## src/rtl/adcbsf_pkg.sv

```systemverilog
`timescale 1ns / 1ps
// ----------------------------------------------------------------------------
// adcbsf_pkg
// Shared constants and types for the ADC block average / slew filter.
// ----------------------------------------------------------------------------
package adcbsf_pkg;

  localparam int RING_DEPTH  = 16;
  localparam int RING_AW     = $clog2(RING_DEPTH);
  localparam int BLOCK_LEN   = 256;
  localparam int BLOCK_AW    = $clog2(BLOCK_LEN);
  localparam int SAMPLE_BITS = 12;
  localparam int SUM_BITS    = SAMPLE_BITS + BLOCK_AW;
  localparam int WCNT_BITS   = 8;

  typedef enum logic {
    OP_SAMPLE = 1'b0,
    OP_FILTER = 1'b1
  } op_t;

  typedef logic [SAMPLE_BITS-1:0] value_t;

  typedef struct packed {
    value_t tracker;
    value_t average;
    value_t entry;
  } step_in_t;

endpackage

```

## src/rtl/adcbsf_step.sv

```systemverilog
`timescale 1ns / 1ps
// ----------------------------------------------------------------------------
// adcbsf_step
// Compare-and-step unit: reload a zero tracker from the average, then move
// it one count toward the ring entry.
// ----------------------------------------------------------------------------
module adcbsf_step
  import adcbsf_pkg::*;
(
  input  step_in_t step_in,
  output value_t   tracker_next
);

  value_t base;

  always_comb begin
    base = (step_in.tracker == '0) ? step_in.average : step_in.tracker;
    if (step_in.entry < base) begin
      tracker_next = base - value_t'(1);
    end else if (step_in.entry > base) begin
      tracker_next = base + value_t'(1);
    end else begin
      tracker_next = base;
    end
  end

endmodule

```

## src/rtl/adc_block_average_slew_filter_core.sv

```systemverilog
`timescale 1ns / 1ps
// ----------------------------------------------------------------------------
// adc_block_average_slew_filter_core
// Sample word: result registered the cycle after accept; next word accepted
//   the following cycle when the result is taken or the result slot is free.
// Filter word: all RING_DEPTH (16) ring entries, one ring entry per cycle through the
//   shared compare-and-step unit, then the result is registered.
// Reset (rst, synchronous): clears ring, counters, sum, average, tracker,
//   ready and the result slot.
// ----------------------------------------------------------------------------
module adc_block_average_slew_filter_core
  import adcbsf_pkg::*;
(
  input  logic                   clk,
  input  logic                   rst,
  input  logic                   in_valid,
  output logic                   in_stall,
  input  logic                   op,
  input  logic [SAMPLE_BITS-1:0] sample,
  output logic                   out_valid,
  input  logic                   out_stall,
  output logic [SAMPLE_BITS-1:0] block_average,
  output logic [SAMPLE_BITS-1:0] tracked_value,
  output logic                   ready_flag
);

  typedef enum logic {
    ST_IDLE,
    ST_WALK
  } state_t;

  state_t                state;
  logic   [RING_AW-1:0]  idx;
  value_t                ring [RING_DEPTH];
  logic   [WCNT_BITS-1:0] wcnt;
  logic   [BLOCK_AW-1:0] blk_cnt;
  logic   [SUM_BITS-1:0] sum;
  value_t                avg;
  value_t                tracker;
  logic                  ready;

  logic                   in_acc;
  logic                   out_free;
  logic                   walk_last;
  logic                   res_post;
  logic   [WCNT_BITS-1:0] wcnt_next;
  logic   [SUM_BITS-1:0]  sum_next;
  logic                   blk_last;
  step_in_t               step_in;
  value_t                 tracker_next;

  assign out_free  = !out_valid || !out_stall;
  assign in_stall  = (state == ST_WALK) || !out_free;
  assign in_acc    = in_valid && !in_stall;
  assign walk_last = (state == ST_WALK) && (idx == RING_AW'(RING_DEPTH - 1));
  assign res_post  = (in_acc && (op_t'(op) == OP_SAMPLE)) || walk_last;
  assign wcnt_next = wcnt + WCNT_BITS'(1);
  assign sum_next  = sum + SUM_BITS'(sample);
  assign blk_last  = (blk_cnt == BLOCK_AW'(BLOCK_LEN - 1));

  assign step_in.tracker = tracker;
  assign step_in.average = avg;
  assign step_in.entry   = ring[idx];

  adcbsf_step u_step (
    .step_in      (step_in),
    .tracker_next (tracker_next)
  );

  always_ff @(posedge clk) begin
    if (rst) begin
      state         <= ST_IDLE;
      idx           <= '0;
      wcnt          <= '0;
      blk_cnt       <= '0;
      sum           <= '0;
      avg           <= '0;
      tracker       <= '0;
      ready         <= 1'b0;
      out_valid     <= 1'b0;
      block_average <= '0;
      tracked_value <= '0;
      ready_flag    <= 1'b0;
      for (int i = 0; i < RING_DEPTH; i++) begin
        ring[i] <= '0;
      end
    end else begin
      if (res_post) begin
        out_valid <= 1'b1;
      end else if (!out_stall) begin
        out_valid <= 1'b0;
      end
      case (state)
        ST_IDLE: begin
          if (in_acc) begin
            if (op_t'(op) == OP_FILTER) begin
              state <= ST_WALK;
              idx   <= '0;
            end else begin
              ring[wcnt[RING_AW-1:0]] <= sample;
              wcnt                    <= wcnt_next;
              if ({1'b0, wcnt_next} > (WCNT_BITS + 1)'(RING_DEPTH)) begin
                ready <= 1'b1;
              end
              if (blk_last) begin
                blk_cnt       <= '0;
                sum           <= '0;
                avg           <= sum_next[BLOCK_AW +: SAMPLE_BITS];
                block_average <= sum_next[BLOCK_AW +: SAMPLE_BITS];
              end else begin
                blk_cnt       <= blk_cnt + BLOCK_AW'(1);
                sum           <= sum_next;
                block_average <= avg;
              end
              tracked_value <= tracker;
              ready_flag    <= ready ||
                               ({1'b0, wcnt_next} > (WCNT_BITS + 1)'(RING_DEPTH));
            end
          end
        end
        ST_WALK: begin
          tracker <= tracker_next;
          idx     <= idx + RING_AW'(1);
          if (walk_last) begin
            state         <= ST_IDLE;
            ready         <= 1'b0;
            block_average <= avg;
            tracked_value <= tracker_next;
            ready_flag    <= 1'b0;
          end
        end
        default: begin
          state <= ST_IDLE;
        end
      endcase
    end
  end

`ifndef NO_ASSERTIONS
  a_filter_starts_walk: assert property (@(posedge clk) disable iff (rst)
    (in_acc && op_t'(op) == OP_FILTER) |=> (state == ST_WALK))
    else $error("filter word did not start a ring walk");

  a_walk_end_result: assert property (@(posedge clk) disable iff (rst)
    walk_last |=> (out_valid && !ready_flag && !ready))
    else $error("ring walk end did not post result with ready cleared");

  a_idle_index_zero: assert property (@(posedge clk) disable iff (rst)
    (state == ST_IDLE) |-> (idx == '0))
    else $error("walk index not parked at zero while idle");

  a_walk_holds_ring: assert property (@(posedge clk) disable iff (rst)
    (state == ST_WALK) |=> $stable(wcnt))
    else $error("write counter moved during ring walk");
`endif

endmodule
```

## config.mk

```make
export PLATFORM = sky130hd
export DESIGN_NAME = adc_block_average_slew_filter_core
export DESIGN_NICKNAME = d
export VERILOG_FILES = /design/src/rtl/adcbsf_pkg.sv /design/src/rtl/adcbsf_step.sv /design/src/rtl/adc_block_average_slew_filter_core.sv
export SDC_FILE = /design/constraint.sdc
export NUM_CORES = 1
export LEC_CHECK = 0
export BUFFER_PORTS_ARGS = -buffer_cell sky130_fd_sc_hd__buf_2
export CAP_MARGIN = 10
export CORE_MARGIN = 5
export CORE_UTILIZATION = 60
export DETAILED_ROUTE_END_ITERATION = 12
export HOLD_SLACK_MARGIN = 0.03
export PLACE_DENSITY = 0.85
export SETUP_SLACK_MARGIN = 0.5
export SYNTH_ARGS = -nofsm -noshare
export SYNTH_HDL_FRONTEND = slang
export SYNTH_HIERARCHICAL = 1
export SYNTH_SLANG_ARGS = --single-unit
```

## constraint.sdc

```tcl
create_clock -name clk -period 11.37 [get_ports clk]
set_input_delay 1.137 -clock clk [delete_from_list [all_inputs] [get_ports clk]]
set_output_delay 1.137 -clock clk [all_outputs]
set_load 0.05 [all_outputs]
```

Yosys cells after proc, flatten, opt, wreduce, memory -nomap -nowiden:

Memories as Yosys holds them, arrays and structs flattened. A register that Yosys moved wholly into a read port is not among the register bits.
Index checks and enable logic that the tools add are counted.

* output and inout bits: 27
* memories: 1
* bits in registers: 92
* RAM bits: 192

* reductions and logical operators: 17
* equality and inequality tests: 8
* bitwise logic cells: 2
* multiplexer cells: 43
* add/sub/neg operators: 6
* magnitude comparators: 3

Memory list
* ring: words 16, width 12, rd ports 1, clocked after Yosys merged registers in 1, wr ports 16, RTL line adc_block_average_slew_filter_core.sv:34 `value_t ring [RING_DEPTH];`

Operators by type and width (number)
* $mux 12: 11
* $pmux 12 s2: 2
* $add 20x12->20: 1
* $mux 20: 1
* $mux 4: 5
* $mux 1: 19
* $add 8x1->8 const B: 2
* $add 12x1->12 const B: 1
* $gt 12x12->1: 1
* $logic_not 12->1: 1
* $lt 12x12->1: 1
* $reduce_or 12->1: 1
* $sub 12x1->12 const B: 1
* $eq 8x8->1 const B: 1
* $gt 8x5->1 const B: 1
* $mux 8: 1
* $ne 2x2->1 const B: 4
* $pmux 4 s2: 1
* $pmux 1 s2: 3
* $reduce_and 3->1: 2
* $add 4x1->4 const B: 1
* $eq 4x4->1 const B: 1
* $logic_not 1->1: 4
* $logic_or 1x1->1: 4
* other kinds (5): 9

Longest topological paths before layout:

* depth in word-level cells: 12
* mapped depth: 17

Modules after synthesis:

The synthesis kept the hierarchy.

Modules (own cells, without submodules)
* adc_block_average_slew_filter_core: area an instance 13446.6 um2, cells each 1042, instances 1
* adcbsf_step: area an instance 991.0 um2, cells each 128, instances 1

Worst setup path before layout:

No wires, ideal clock.

* path type: reg-to-reg
* start: register with a tool-made name
* end: register tracked_value[9]
* arrival time: 4.110 ns
* setup slack: 7.174 ns
* cell stages (with the launch flop): 17
* data required time: 11.284 ns
* buffers on the path: 4
* path through: dfxtp_1 -> buf_2 -> buf_2 -> mux4_2 -> mux4_2 -> ha_1 -> and3_1 -> a221o_1 -> a21oi_1 -> and4_1 -> a22o_1 -> clkbuf_8 -> buf_6 -> mux2i_1 -> xor2_1 -> mux2i_1 -> a211oi_1

RTL lines
* end signal: assignment: RTL line adc_block_average_slew_filter_core.sv:115 `tracked_value <= tracker;`
* end signal: assignment: RTL line adc_block_average_slew_filter_core.sv:128 `tracked_value <= tracker_next;`
* end: declaration: RTL line adc_block_average_slew_filter_core.sv:23 `output logic [SAMPLE_BITS-1:0] tracked_value,`

==> flow_summary.ini <==
[setup_path]
start_kind = flop
worstPathArrival_ns = 5.43
end_kind = flop
crit_type = reg -> reg
cp.required_ns = 11.83
path_max_fanout = 48

[final_layout]
ff_latch_area_um2 = 7690
area_delta_synth_final_pct = 9.53
final_core_utilization_pct = 67.0
final_cells = 1524
fin_nets = 1229
drive_above_1_share_pct = 18.1
final_area_um2 = 15800
diodes = 0
nFillCells = 1623
multi_input_area_um2 = 6310

[power_and_ir_drop]
swShare_pct = 26.0
power.leakage_nw = 5.77
p_seq_share_pct = 47.1
switching_power_mw = 0.652
power_density_nw_per_um2 = 159
clock_power_share_pct = 40.1
p_int_mw = 1.86
ir_worst_vdd_uv = 179
power_frac_comb_pct = 12.8

[routing]
avgViaCountPerCell = 6.33
ant_nets = 0
wl_um = 34600
wire_per_inst_um = 22.7
via_count = 9654
drtIter0Drc = 1117
drtPass1Iterations = 5
drc = 0

[placed_design]
gp_congestion = 0.868
dp.cells = 1468
io_buffers = 43
place_area_um2 = 14800
post-dp-hpwl_um = 23000

[floorplanning]
die_area_um2 = 27300
die_h_um = 165
rows = 56
die_w_um = 165
io_pins = 44
initial_core_util_pct = 61.1
core_area_um2 = 23600

[logic_synthesis]
synthTopCellsByArea = edfxtp_1 (40%), dfxtp_1 (13%), mux4_2 (9.4%), and2_1 (8.6%), ha_1 (2.6%)
yosysMostFrequentCell = and2_1
synth_top_area_share_pct = 39.9
ys_ff_latch = 288
synth_xor_area_share_pct = 2.61
ys_types = 85
async_flop_share_pct = 0
netlist.top_cell.by_area = edfxtp_1
synth-simple-area-share_pct = 19.0
yosysWarnings = 6
synth_fa_ha_area_share_pct = 2.74
syn_nets = 1218
synth_top_family_by_area = simple AND/OR/NAND/NOR gates
syn_avg_cell_area_um2 = 12.3
muxShareOfSynthArea_pct = 11.0
synth_area_um2 = 14400
synthFlopType = edfxtp_1
syn-instance-count = 1170
synth_commonest_cells = and2_1 (198), edfxtp_1 (192), dfxtp_1 (96)
synth_edf_count = 192
seq_area_frac_synth_pct = 53.2
synth_compound_area_share_pct = 8.37

[global_route]
grt_pass1_vias = 9346
track_usage_pct = 25.8
grt_pass1_wl_um = 53600
antenna_found_initial = 0
grt_start_max_net_pins = 49
grt_overflow = 0

[cts]
cts_buffer_depth = 3
post_cts_buffers = 0
ctsRootBufferMaster = clkbuf_16
clock_sinks = 288
numCtsBuffers = 30
ctsHoldBuffers = 0
cts-resized-gates = 0
clock_latency_ns = 0.58
path_clk_slew_ns = 0.06
htreeDepth = 1
cts_tree = done

[sta]
slew_headroom_pct = 31.6
rsz0062_at_grt = no
fin_worst_skew_ns = 0.0437
setup_tns_ns = 0
fmax_ghz = 0.201
fin_crit_sh_pct = 43.7
timing.final.hold_violations = 0
min_period_ns = 4.97
setup_viol = 0
worst_pin_slew_ns = 1.02
final_max_slew_viol_count = 0

[min_path]
hp-class = reg -> reg

[job]
cap_violations = 0

[outcome]
outcome = complete, no violations
[metrics by stage]
step | power (mW) | setup slack [ns] | hold slack, ns
floorplan | 1.45 | 7.17 | 0.429
CTS | 2.51 | 6.36 | 0.460
detailed placement | 1.52 | 6.44 | 0.455
global placement | 1.51 | 6.58 | 0.444
finish | 2.51 | 6.40 | 0.458
global route | 2.59 | 6.02 | 0.485
[area by class of cell]
class	instances	share of cell area [%]
timing repair buffer	59	2.12
tap	319	2.52
clock buffer	40	5.44
multi-input combinational	789	39.9
sequential	288	48.6
clock inverter	16	1.05
inverter	13	0.309
[cell families after synthesis]
kind of cell | Yosys count
mux | 84
simple gates | 467
compound gates | 164
flops | 288
buf+inv | 93
fa+ha+maj | 31
xor+xnor | 43
[per-layer routing]
| layer | share of wire [%] | up-vias | track usage [%] | wire, µm |
|---|---|---|---|---|
| li1 | - | 4344 | - | - |
| met1 | 40 | 4687 | 36.6 | 13700 |
| met2 | 47 | 534 | 40.5 | 16200 |
| met3 | 9.8 | 89 | 4.91 | 3390 |
| met4 | 3.7 | 0 | 8.96 | 1290 |
| met5 | 0 | - | 0 | 0 |
[sequential cells by signal, indices dropped and copies added (netlist names), named ones only]
register	flops
block_average	12
wcnt	8
tracker	12
tracked_value	12
ready_flag	1
blk_cnt	8
out_valid	1
ring	192
ready	1
idx	4
sum	20
avg	12
state	1
[power groups by stage]
stage / Combinational [mW] / Sequential (mW) / Clock [mW]
global route: 0.344 / 1.19 / 1.06
global placement: 0.304 / 1.20 / 0
CTS: 0.316 / 1.18 / 1.01
floorplan: 0.244 / 1.20 / 0
finish: 0.321 / 1.18 / 1.01
detailed placement: 0.313 / 1.21 / 0
[placed cells by master, fill, tap and decap left out, types with 8 or more instances in the layout]
cell / count
and2_1: 198
edfxtp_1: 192
dfxtp_1: 94
nor2_1: 89
mux4_2: 60
nand2_1: 60
buf_2: 43
clkbuf_16: 32
ha_1: 30
a21oi_1: 28
o21ai_0: 24
xnor2_1: 24
mux2i_1: 24
xor2_1: 19
nand3_1: 18
a211oi_1: 18
nand4_1: 17
buf_4: 16
nor3_1: 15
a22oi_1: 14
inv_1: 12
a22o_1: 9
or2_2: 8
and3_1: 8
[path summary, 6_finish.rpt]
path / from / endpoint / slack, ns / cells past startpoint
worst max-delay path: flop / tracked_value[7] / 6.40 / 12
worst min-delay path: sum[3] / sum[3] / 0.46 / 2
worst max register to register: flop / tracked_value[7] / 6.40 / 12
worst min register to register: sum[3] / sum[3] / 0.46 / 2
[critical path, stage by stage (launching register included)]
cell      delay (ns)
dfxtp_4         0.98
mux4_2          0.60
mux4_2          0.53
ha_1            0.31
and3_1          0.19
a221o_1         0.35
a21oi_1         0.19
and4_1          0.21
a22o_1          0.60
mux2i_1         0.30
xor2_1          0.20
mux2i_1         0.12
a211oi_1        0.26
Note: power is estimated with default switching activity, not from simulation.
